$ cat config.mk
export PLATFORM = sky130hd
export DESIGN_NAME = rgbc_colour_classifier_unit_flat
export DESIGN_NICKNAME = d
export VERILOG_FILES = /design/src/hdl/rgbc_pkg.sv /design/src/hdl/rgbc_if.sv /design/src/hdl/rgbc_rule_eval.sv /design/src/hdl/rgbc_colour_classifier_unit.sv /design/src/flat_wrapper.sv
export SDC_FILE = /design/constraint.sdc
export NUM_CORES = 2
export LEC_CHECK = 0
export ABC_AREA = 1
export ABC_CLOCK_PERIOD_IN_PS = 13600
export BUFFER_PORTS_ARGS = -buffer_cell sky130_fd_sc_hd__buf_2
export CAP_MARGIN = 20
export CORE_MARGIN = 3
export CORE_UTILIZATION = 30
export DETAILED_ROUTE_END_ITERATION = 8
export HOLD_SLACK_MARGIN = 0.1
export PLACE_DENSITY = 0.52
export SYNTH_ARGS = -nofsm -noshare
export SYNTH_HDL_FRONTEND = slang
export SYNTH_HIERARCHICAL = 1
export SYNTH_SLANG_ARGS = --single-unit
export TNS_END_PERCENT = 50
$ cat constraint.sdc
create_clock -name clock -period 13.6 [get_ports clock]
set_clock_uncertainty 0.05 [all_clocks]
set_input_delay 0 -clock clock [delete_from_list [all_inputs] [get_ports clock]]
set_output_delay 0 -clock clock [all_outputs]
set_load 0.05 [all_outputs]
$ cat src/hdl/rgbc_pkg.sv
`timescale 1ns / 1ps
// shared types and constants for the rgbc colour classifier
// no dependencies; used by the interfaces, the rule evaluator and the top level

package rgbc_pkg;

   // default width of one channel count
   localparam int unsigned DEFAULT_SAMPLE_BITS = 16;

   // width of the colour class field
   localparam int unsigned CLASS_W = 3;

   // width of a ratio coefficient (largest is 125)
   localparam int unsigned COEF_W = 7;

   typedef enum logic [CLASS_W-1:0] {
      CLASS_BLACK  = 3'd0,
      CLASS_WHITE  = 3'd1,
      CLASS_BLUE   = 3'd2,
      CLASS_RED    = 3'd3,
      CLASS_GREEN  = 3'd4,
      CLASS_YELLOW = 3'd5
   } colour_class_type;

endpackage

$ cat src/hdl/rgbc_if.sv
`timescale 1ns / 1ps
// valid/ready channel interfaces for sample items and class items
// depends on rgbc_pkg

interface rgbc_req_if #(
   parameter int unsigned SAMPLE_BITS = rgbc_pkg::DEFAULT_SAMPLE_BITS
);
   logic                   valid;
   logic                   ready;
   logic [SAMPLE_BITS-1:0] red_level;
   logic [SAMPLE_BITS-1:0] green_level;
   logic [SAMPLE_BITS-1:0] blue_level;
   logic [SAMPLE_BITS-1:0] clear_level;

   modport source (output valid, red_level, green_level, blue_level, clear_level,
                   input ready);
   modport sink   (input valid, red_level, green_level, blue_level, clear_level,
                   output ready);
endinterface

interface rgbc_rsp_if;
   logic                         valid;
   logic                         ready;
   logic [rgbc_pkg::CLASS_W-1:0] colour_class;

   modport source (output valid, colour_class, input ready);
   modport sink   (input valid, colour_class, output ready);
endinterface

$ cat src/hdl/rgbc_rule_eval.sv
`timescale 1ns / 1ps
// combinational threshold rule chain for one rgbc sample
// depends on rgbc_pkg

module rgbc_rule_eval #(
   parameter int unsigned SAMPLE_BITS = rgbc_pkg::DEFAULT_SAMPLE_BITS
) (
   input  logic [SAMPLE_BITS-1:0]     red_level,
   input  logic [SAMPLE_BITS-1:0]     green_level,
   input  logic [SAMPLE_BITS-1:0]     blue_level,
   input  logic [SAMPLE_BITS-1:0]     clear_level,
   output rgbc_pkg::colour_class_type colour_class
);

   // total of three channels, then room for a coefficient up to 127
   localparam int unsigned SUM_W  = SAMPLE_BITS + 2;
   localparam int unsigned PROD_W = SUM_W + rgbc_pkg::COEF_W;
   localparam int unsigned LVL_W  = 32;

   // constant-coefficient multiply, reduces to shifts and adds
   function automatic logic [PROD_W-1:0] scale(input logic [PROD_W-1:0] v,
                                               input logic [rgbc_pkg::COEF_W-1:0] k);
      return v * PROD_W'(k);
   endfunction

   logic [SUM_W-1:0]       total;
   logic [SAMPLE_BITS-1:0] dom;
   logic [SAMPLE_BITS-1:0] least;
   logic [SAMPLE_BITS-1:0] chroma;
   logic [SAMPLE_BITS-1:0] rg_diff;
   logic [PROD_W-1:0]      r_e, g_e, b_e, t_e, d_e, ch_e, rgd_e;
   logic [PROD_W-1:0]      r100, g100, b100, c100, diff100;
   logic [LVL_W-1:0]       r_l, g_l, b_l, c_l, t_l, ch_l;
   logic                   rule_dark, rule_blue_strong, rule_white_bright, rule_yellow;
   logic                   rule_red, rule_green, rule_blue_weak, rule_black_dim;
   logic                   rule_white_vbright;

   always_comb begin
      total = SUM_W'(red_level) + SUM_W'(green_level) + SUM_W'(blue_level);

      dom   = (red_level > green_level) ? red_level : green_level;
      dom   = (dom > blue_level) ? dom : blue_level;
      least = (red_level < green_level) ? red_level : green_level;
      least = (least < blue_level) ? least : blue_level;
      chroma  = dom - least;
      rg_diff = (red_level > green_level) ? red_level - green_level
                                          : green_level - red_level;

      r_e   = PROD_W'(red_level);
      g_e   = PROD_W'(green_level);
      b_e   = PROD_W'(blue_level);
      t_e   = PROD_W'(total);
      d_e   = PROD_W'(dom);
      ch_e  = PROD_W'(chroma);
      rgd_e = PROD_W'(rg_diff);

      r100    = scale(r_e, 7'd100);
      g100    = scale(g_e, 7'd100);
      b100    = scale(b_e, 7'd100);
      c100    = scale(ch_e, 7'd100);
      diff100 = scale(rgd_e, 7'd100);

      // absolute levels compared at a fixed width so narrow samples still work
      r_l  = LVL_W'(red_level);
      g_l  = LVL_W'(green_level);
      b_l  = LVL_W'(blue_level);
      c_l  = LVL_W'(clear_level);
      t_l  = LVL_W'(total);
      ch_l = LVL_W'(chroma);

      rule_dark = (c_l < 32'd5) || (t_l < 32'd10);

      rule_blue_strong = (b_l > 32'd35) && (b100 > scale(t_e, 7'd38)) &&
                         (b100 > scale(r_e, 7'd118)) && (b100 > scale(g_e, 7'd108)) &&
                         (ch_l > 32'd12);

      rule_white_bright = (c_l > 32'd18000) && (t_l > 32'd20000) &&
                          (c100 < scale(d_e, 7'd55)) &&
                          (r100 > scale(t_e, 7'd22)) && (r100 < scale(t_e, 7'd48)) &&
                          (g100 > scale(t_e, 7'd22)) && (g100 < scale(t_e, 7'd44)) &&
                          (b100 > scale(t_e, 7'd14)) && (b100 < scale(t_e, 7'd32));

      rule_yellow = (r_l > 32'd20) && (g_l > 32'd20) && (b100 < scale(t_e, 7'd16)) &&
                    (r100 > scale(t_e, 7'd32)) && (g100 > scale(t_e, 7'd28)) &&
                    (diff100 < scale(t_e, 7'd18));

      rule_red = (r100 > scale(t_e, 7'd46)) && (g100 < scale(t_e, 7'd33)) &&
                 (r100 > scale(g_e, 7'd122)) && (r100 > scale(b_e, 7'd125));

      rule_green = (g100 > scale(t_e, 7'd38)) && (g100 > scale(r_e, 7'd108)) &&
                   (g100 > scale(b_e, 7'd118)) && (b100 < scale(t_e, 7'd34));

      rule_blue_weak = (b_l > 32'd18) && (b100 > scale(t_e, 7'd34)) &&
                       (b100 > scale(r_e, 7'd108)) && (b100 > scale(g_e, 7'd104)) &&
                       (ch_l > 32'd8);

      rule_black_dim = (c_l < 32'd7000) || (t_l < 32'd7000) ||
                       ((c_l < 32'd12000) && (t_l < 32'd12000) &&
                        (c100 < scale(d_e, 7'd55)));

      rule_white_vbright = (c_l > 32'd26000) && (t_l > 32'd28000) &&
                           (c100 < scale(d_e, 7'd50)) &&
                           (b100 > scale(t_e, 7'd16)) && (b100 < scale(t_e, 7'd36)) &&
                           (r100 > scale(t_e, 7'd24)) && (r100 < scale(t_e, 7'd45)) &&
                           (g100 > scale(t_e, 7'd24)) && (g100 < scale(t_e, 7'd45));

      // first matching rule wins
      if (rule_dark) begin
         colour_class = rgbc_pkg::CLASS_BLACK;
      end else if (rule_blue_strong) begin
         colour_class = rgbc_pkg::CLASS_BLUE;
      end else if (rule_white_bright) begin
         colour_class = rgbc_pkg::CLASS_WHITE;
      end else if (rule_yellow) begin
         colour_class = rgbc_pkg::CLASS_YELLOW;
      end else if (rule_red) begin
         colour_class = rgbc_pkg::CLASS_RED;
      end else if (rule_green) begin
         colour_class = rgbc_pkg::CLASS_GREEN;
      end else if (rule_blue_weak) begin
         colour_class = rgbc_pkg::CLASS_BLUE;
      end else if (rule_black_dim) begin
         colour_class = rgbc_pkg::CLASS_BLACK;
      end else if (rule_white_vbright) begin
         colour_class = rgbc_pkg::CLASS_WHITE;
      end else begin
         colour_class = rgbc_pkg::CLASS_BLACK;
      end
   end

endmodule

$ cat src/hdl/rgbc_colour_classifier_unit.sv
`timescale 1ns / 1ps
// top level of the rgbc colour classifier: input register, rule chain, result register
// depends on rgbc_pkg, rgbc_if (rgbc_req_if, rgbc_rsp_if) and rgbc_rule_eval

// Classifies one red/green/blue/clear sample item into a colour class
// (black, white, blue, red, green, yellow). The block holds no state between
// items. An accepted sample lands in an input register, the whole rule chain
// is evaluated combinationally from it, and the class is captured in a result
// register, from which it is presented. The block takes one item per clock
// while the result side is ready; back-pressure on the result side only
// stalls input once both registers are full, so a new sample is still taken
// while a finished result waits. SAMPLE_BITS sets the width of each channel
// count (8 to 24); ratio tests are exact integer cross-products.

module rgbc_colour_classifier_unit #(
   parameter int unsigned SAMPLE_BITS = rgbc_pkg::DEFAULT_SAMPLE_BITS
) (
   input  logic          clock,
   input  logic          reset,
   rgbc_req_if.sink      req_chan,
   rgbc_rsp_if.source    rsp_chan
);

   // input stage
   logic                   s1_valid_ff, s1_valid_in;
   logic [SAMPLE_BITS-1:0] s1_red_ff, s1_green_ff, s1_blue_ff, s1_clear_ff;

   // result stage
   logic                       s2_valid_ff, s2_valid_in;
   rgbc_pkg::colour_class_type s2_class_ff;
   rgbc_pkg::colour_class_type class_in;

   logic req_accept;
   logic s2_free;   // result stage can take an item this cycle
   logic s2_load;   // input stage hands its item over

   assign s2_free    = !s2_valid_ff || rsp_chan.ready;
   assign s2_load    = s1_valid_ff && s2_free;
   assign req_accept = req_chan.valid && req_chan.ready;

   // input stage is free when empty or when it is moving forward
   assign req_chan.ready = !s1_valid_ff || s2_free;

   always_comb begin
      s1_valid_in = s1_valid_ff;
      if (req_accept) begin
         s1_valid_in = 1'b1;
      end else if (s2_load) begin
         s1_valid_in = 1'b0;
      end

      s2_valid_in = s2_valid_ff;
      if (s2_load) begin
         s2_valid_in = 1'b1;
      end else if (rsp_chan.ready) begin
         s2_valid_in = 1'b0;
      end
   end

   always_ff @(posedge clock) begin
      if (reset) begin
         s1_valid_ff <= 1'b0;
         s2_valid_ff <= 1'b0;
      end else begin
         s1_valid_ff <= s1_valid_in;
         s2_valid_ff <= s2_valid_in;
      end
   end

   // payload registers, no reset needed
   always_ff @(posedge clock) begin
      if (req_accept) begin
         s1_red_ff   <= req_chan.red_level;
         s1_green_ff <= req_chan.green_level;
         s1_blue_ff  <= req_chan.blue_level;
         s1_clear_ff <= req_chan.clear_level;
      end
      if (s2_load) begin
         s2_class_ff <= class_in;
      end
   end

   // the full threshold chain sits between the two registers
   rgbc_rule_eval #(
      .SAMPLE_BITS (SAMPLE_BITS)
   ) u_rule_eval (
      .red_level    (s1_red_ff),
      .green_level  (s1_green_ff),
      .blue_level   (s1_blue_ff),
      .clear_level  (s1_clear_ff),
      .colour_class (class_in)
   );

   assign rsp_chan.valid        = s2_valid_ff;
   assign rsp_chan.colour_class = s2_class_ff;

   // an accepted item is always held in the input stage next cycle
   a_accept_lands : assert property (@(posedge clock) disable iff (reset)
      req_accept |=> s1_valid_ff)
      else $error("accepted item not held in input stage");

   // a handed-over item shows up at the output with the class computed for it
   a_load_result : assert property (@(posedge clock) disable iff (reset)
      s2_load |=> (rsp_chan.valid && (rsp_chan.colour_class == $past(class_in))))
      else $error("result stage lost or corrupted an item");

   // an empty input stage never refuses an item
   a_ready_when_empty : assert property (@(posedge clock) disable iff (reset)
      !s1_valid_ff |-> req_chan.ready)
      else $error("input refused while input stage empty");

   // only defined class codes leave the block
   a_class_range : assert property (@(posedge clock) disable iff (reset)
      rsp_chan.valid |-> (rsp_chan.colour_class <= rgbc_pkg::CLASS_YELLOW))
      else $error("undefined colour class presented");

endmodule
$ cat src/flat_wrapper.sv
// flat-port wrapper written by rule: the top's interface ports become plain ports
module rgbc_colour_classifier_unit_flat 
#(
   parameter int unsigned SAMPLE_BITS = rgbc_pkg::DEFAULT_SAMPLE_BITS
)
  (clock, reset, req_chan_valid, req_chan_red_level, req_chan_green_level, req_chan_blue_level, req_chan_clear_level, req_chan_ready, rsp_chan_valid, rsp_chan_colour_class, rsp_chan_ready);
  rgbc_req_if #(.SAMPLE_BITS(SAMPLE_BITS)) req_chan_i ();
  rgbc_rsp_if rsp_chan_i ();
  input  logic clock;
  input  logic reset;
  input wire logic [$bits(req_chan_i.valid)-1:0] req_chan_valid;
  input wire logic [$bits(req_chan_i.red_level)-1:0] req_chan_red_level;
  input wire logic [$bits(req_chan_i.green_level)-1:0] req_chan_green_level;
  input wire logic [$bits(req_chan_i.blue_level)-1:0] req_chan_blue_level;
  input wire logic [$bits(req_chan_i.clear_level)-1:0] req_chan_clear_level;
  output wire logic [$bits(req_chan_i.ready)-1:0] req_chan_ready;
  output wire logic [$bits(rsp_chan_i.valid)-1:0] rsp_chan_valid;
  output wire logic [$bits(rsp_chan_i.colour_class)-1:0] rsp_chan_colour_class;
  input wire logic [$bits(rsp_chan_i.ready)-1:0] rsp_chan_ready;
  assign req_chan_i.valid = req_chan_valid;
  assign req_chan_i.red_level = req_chan_red_level;
  assign req_chan_i.green_level = req_chan_green_level;
  assign req_chan_i.blue_level = req_chan_blue_level;
  assign req_chan_i.clear_level = req_chan_clear_level;
  assign req_chan_ready = req_chan_i.ready;
  assign rsp_chan_valid = rsp_chan_i.valid;
  assign rsp_chan_colour_class = rsp_chan_i.colour_class;
  assign rsp_chan_i.ready = rsp_chan_ready;
  rgbc_colour_classifier_unit #(.SAMPLE_BITS(SAMPLE_BITS)) u_core (.clock(clock), .reset(reset), .req_chan(req_chan_i), .rsp_chan(rsp_chan_i));
endmodule
==> results_dict.tcl <==
set metrics [dict create \
    worst_slew_pin_slew_ns 1.16 \
    outcome "finished, final reports clean" \
    critPathLaunchType "register" \
    grt_max_degree 35 \
    grt_use_total_pct 21.8 \
    hold_class "in2reg" \
    final_cell_mix "ha_1 (1512), inv_1 (1250), a21oi_1 (665)" \
    cts_htree_levels 3 \
    area_growth_pct 9.89 \
    worstSetupEndpointType "register" \
    routed_via_density 5.12 \
    synth_top_flop_cell "edfxtp_1" \
    ys_types 68 \
    crit_fanout 33 \
    cap_violations 0 \
    cts_root_buf "clkbuf_16" \
    hpwl_um 161000 \
    max_freq_mhz 81.6 \
    dr.pass1.iters 6 \
    core_um2 170000 \
    crit_required_ns 13.82 \
    ant_nets 0 \
    syn_nets 8273 \
    fin_nets 8530 \
    critPathSlowestCell "edfxtp_1" \
    critPathLaunch "u_core/s1_red_ff[11]" \
    async_reset_ff_share_pct 0 \
    drive_above_1_share_pct 4.45 \
    clk_latency_ns 0.42 \
    die-width_um 420 \
    gr-total-overflow 0 \
    syn-cell-area_um2 51400 \
    die_h_um 420 \
    reg2reg_from "u_core/s1_red_ff[11]" \
    port_buffers 72 \
    synth_edf_count 67 \
    dieArea_um2 176000 \
    setup_viol 0 \
    clkTransAtPathRegs_ns 0.07 \
    cts.sinks 69 \
    cts_tree "yes" \
    min_from "req_chan_clear_level[5]" \
    post-cts-setup-buffers 0 \
    numCtsBuffers 9 \
    drc_errors 0 \
    cts_buffer_depth 2 \
    synth_seq_cells 69 \
    slew_viol_final 0 \
    max_stage_delay_ns 0.75 \
    ys_seq_area_share_pct 3.99 \
    avgSynthCellArea_um2 8.22 \
    drtIter0Drc 2961 \
    max-slew-margin-rel_pct 22.6 \
    min_period_ns 12.26 \
    setup_tns_ns 0 \
    initial_core_util_pct 30.3 \
    mostFrequentLayoutCell "ha_1" \
    antenna_found_initial 8 \
    crit_top_cell "inv_1" \
    crit_type "reg2reg" \
    num_rows 151 \
    finalHoldViolCount 0 \
    grt_pass1_vias 44593 \
    grt_first_pass_wirelength_um 285000 \
    gp_congestion 0.970 \
    dr_total_vias 44681 \
    worst_ep_arrival_time_ns 12.48 \
    routedWlPerCell_um 22.1 \
    io_pins 73 \
    yosysWarnings 6 \
    routed_wl_um 193000 \
    netlist_instances 6252 \
    finalCritPeriodShare_pct 90.1 \
    rsz0062_at_grt "no" \
]
==> worst paths after layout <==
path,endpoint,slack [ns],cells past startpoint
worst max-delay path,u_core/rsp_chan.colour_class[0],1.34,57
worst min-delay path,u_core/s1_clear_ff[5],0.24,2
worst max register to register,u_core/rsp_chan.colour_class[0],1.34,57
worst min register to register,u_core/rsp_chan.valid,0.44,2
==> final cells by class <==
class	count	area, um^2
repair buffers	261	1950
multi-input cells	4911	44700
inverters	1257	4720
fillers	17897	113000
clock inverters	7	41.3
diodes	2	5.00
flip-flops and latches	69	2050
well taps	2218	2780
clock buffers	9	225
==> through the flow <==
| step | instances | hold slack [ns] | setup slack (ns) | cell area (um^2) | utilization, % |
|---|---|---|---|---|---|
| after CTS | 8732 | 0.215 | 0.671 | 56500 | 33.2 |
| final | 8734 | 0.243 | 1.34 | 56500 | 33.2 |
| after floorplan | 6252 | 0.0124 | 3.13 | 51400 | - |
| after global routing | 8733 | 0.240 | 0.0870 | 56500 | 33.2 |
| after global placement | 8649 | 0.127 | 0.880 | 55500 | 32.7 |
| after detailed placement | 8649 | 0.129 | 0.721 | 55500 | 32.7 |
==> synth_stat cells (13+ instances only) <==
master / number / area (um^2)
o211ai_1: 28 / 210
nand4_1: 97 / 607
a21o_1: 53 / 398
a21oi_1: 665 / 3330
nand2_1: 640 / 2400
xor2_1: 288 / 2520
a211oi_1: 40 / 300
inv_1: 1251 / 4700
ha_1: 1512 / 18900
nand3b_1: 17 / 128
nand2_2: 18 / 113
o31ai_1: 13 / 97.6
nor2_1: 195 / 732
xnor2_1: 129 / 1130
o21ai_0: 239 / 1200
o221ai_1: 29 / 254
o21bai_1: 146 / 1100
nor3_1: 45 / 225
nand3_1: 159 / 796
nor4_1: 14 / 87.6
fa_1: 441 / 8830
edfxtp_1: 67 / 2010
==> flip-flops by register name, summed over array words and instances (netlist names) <==
register                      cells
u_core/s1_blue_ff                16
u_core/s1_clear_ff               16
u_core/rsp_chan.colour_class      3
u_core/s1_green_ff               16
u_core/s1_valid_ff                1
u_core/s1_red_ff                 16
u_core/rsp_chan.valid             1
==> cells by family after synthesis <==
| family | Yosys count | share of synthesized area (%) |
|---|---|---|
| adder cells (fa/ha/maj) | 1953 | 54.0 |
| flip-flops | 69 | 3.99 |
| buffers and inverters | 1272 | 9.31 |
| XOR/XNOR | 418 | 7.14 |
| AO/OA/AOI/OAI | 1316 | 15.0 |
| AND/OR/NAND/NOR | 1223 | 10.5 |
| multiplexers | 1 | 0.0195 |
==> metal layers <==
metal	part of all wire [%]	vias up	track usage (%)
li1	-	21648	-
met1	43	21504	28.1
met2	46	1236	37.0
met3	5.1	293	1.91
met4	5.4	0	9.96
met5	0	-	0
==> critical path, delay by kind of cell, from the launching register on <==
family | cells | cell delay, ns
AND/OR/NAND/NOR | 17 | 2.35
AO/OA/AOI/OAI | 21 | 4.06
adder cells (fa/ha/maj) | 9 | 3.15
XOR/XNOR | 2 | 0.38
flip-flops | 1 | 0.75
buffers and inverters | 8 | 1.34
==> timing repair <==
action | in CTS | in global routing
gates resized for setup | 0 | 3
hold buffers | 67 | 0
setup endpoints to repair | 0 | 3
hold endpoints to repair | 66 | 0
Power is left out: the tool's default activity adds up to more than one toggle a clock period on the data nets, which glitch-free logic cannot reach.
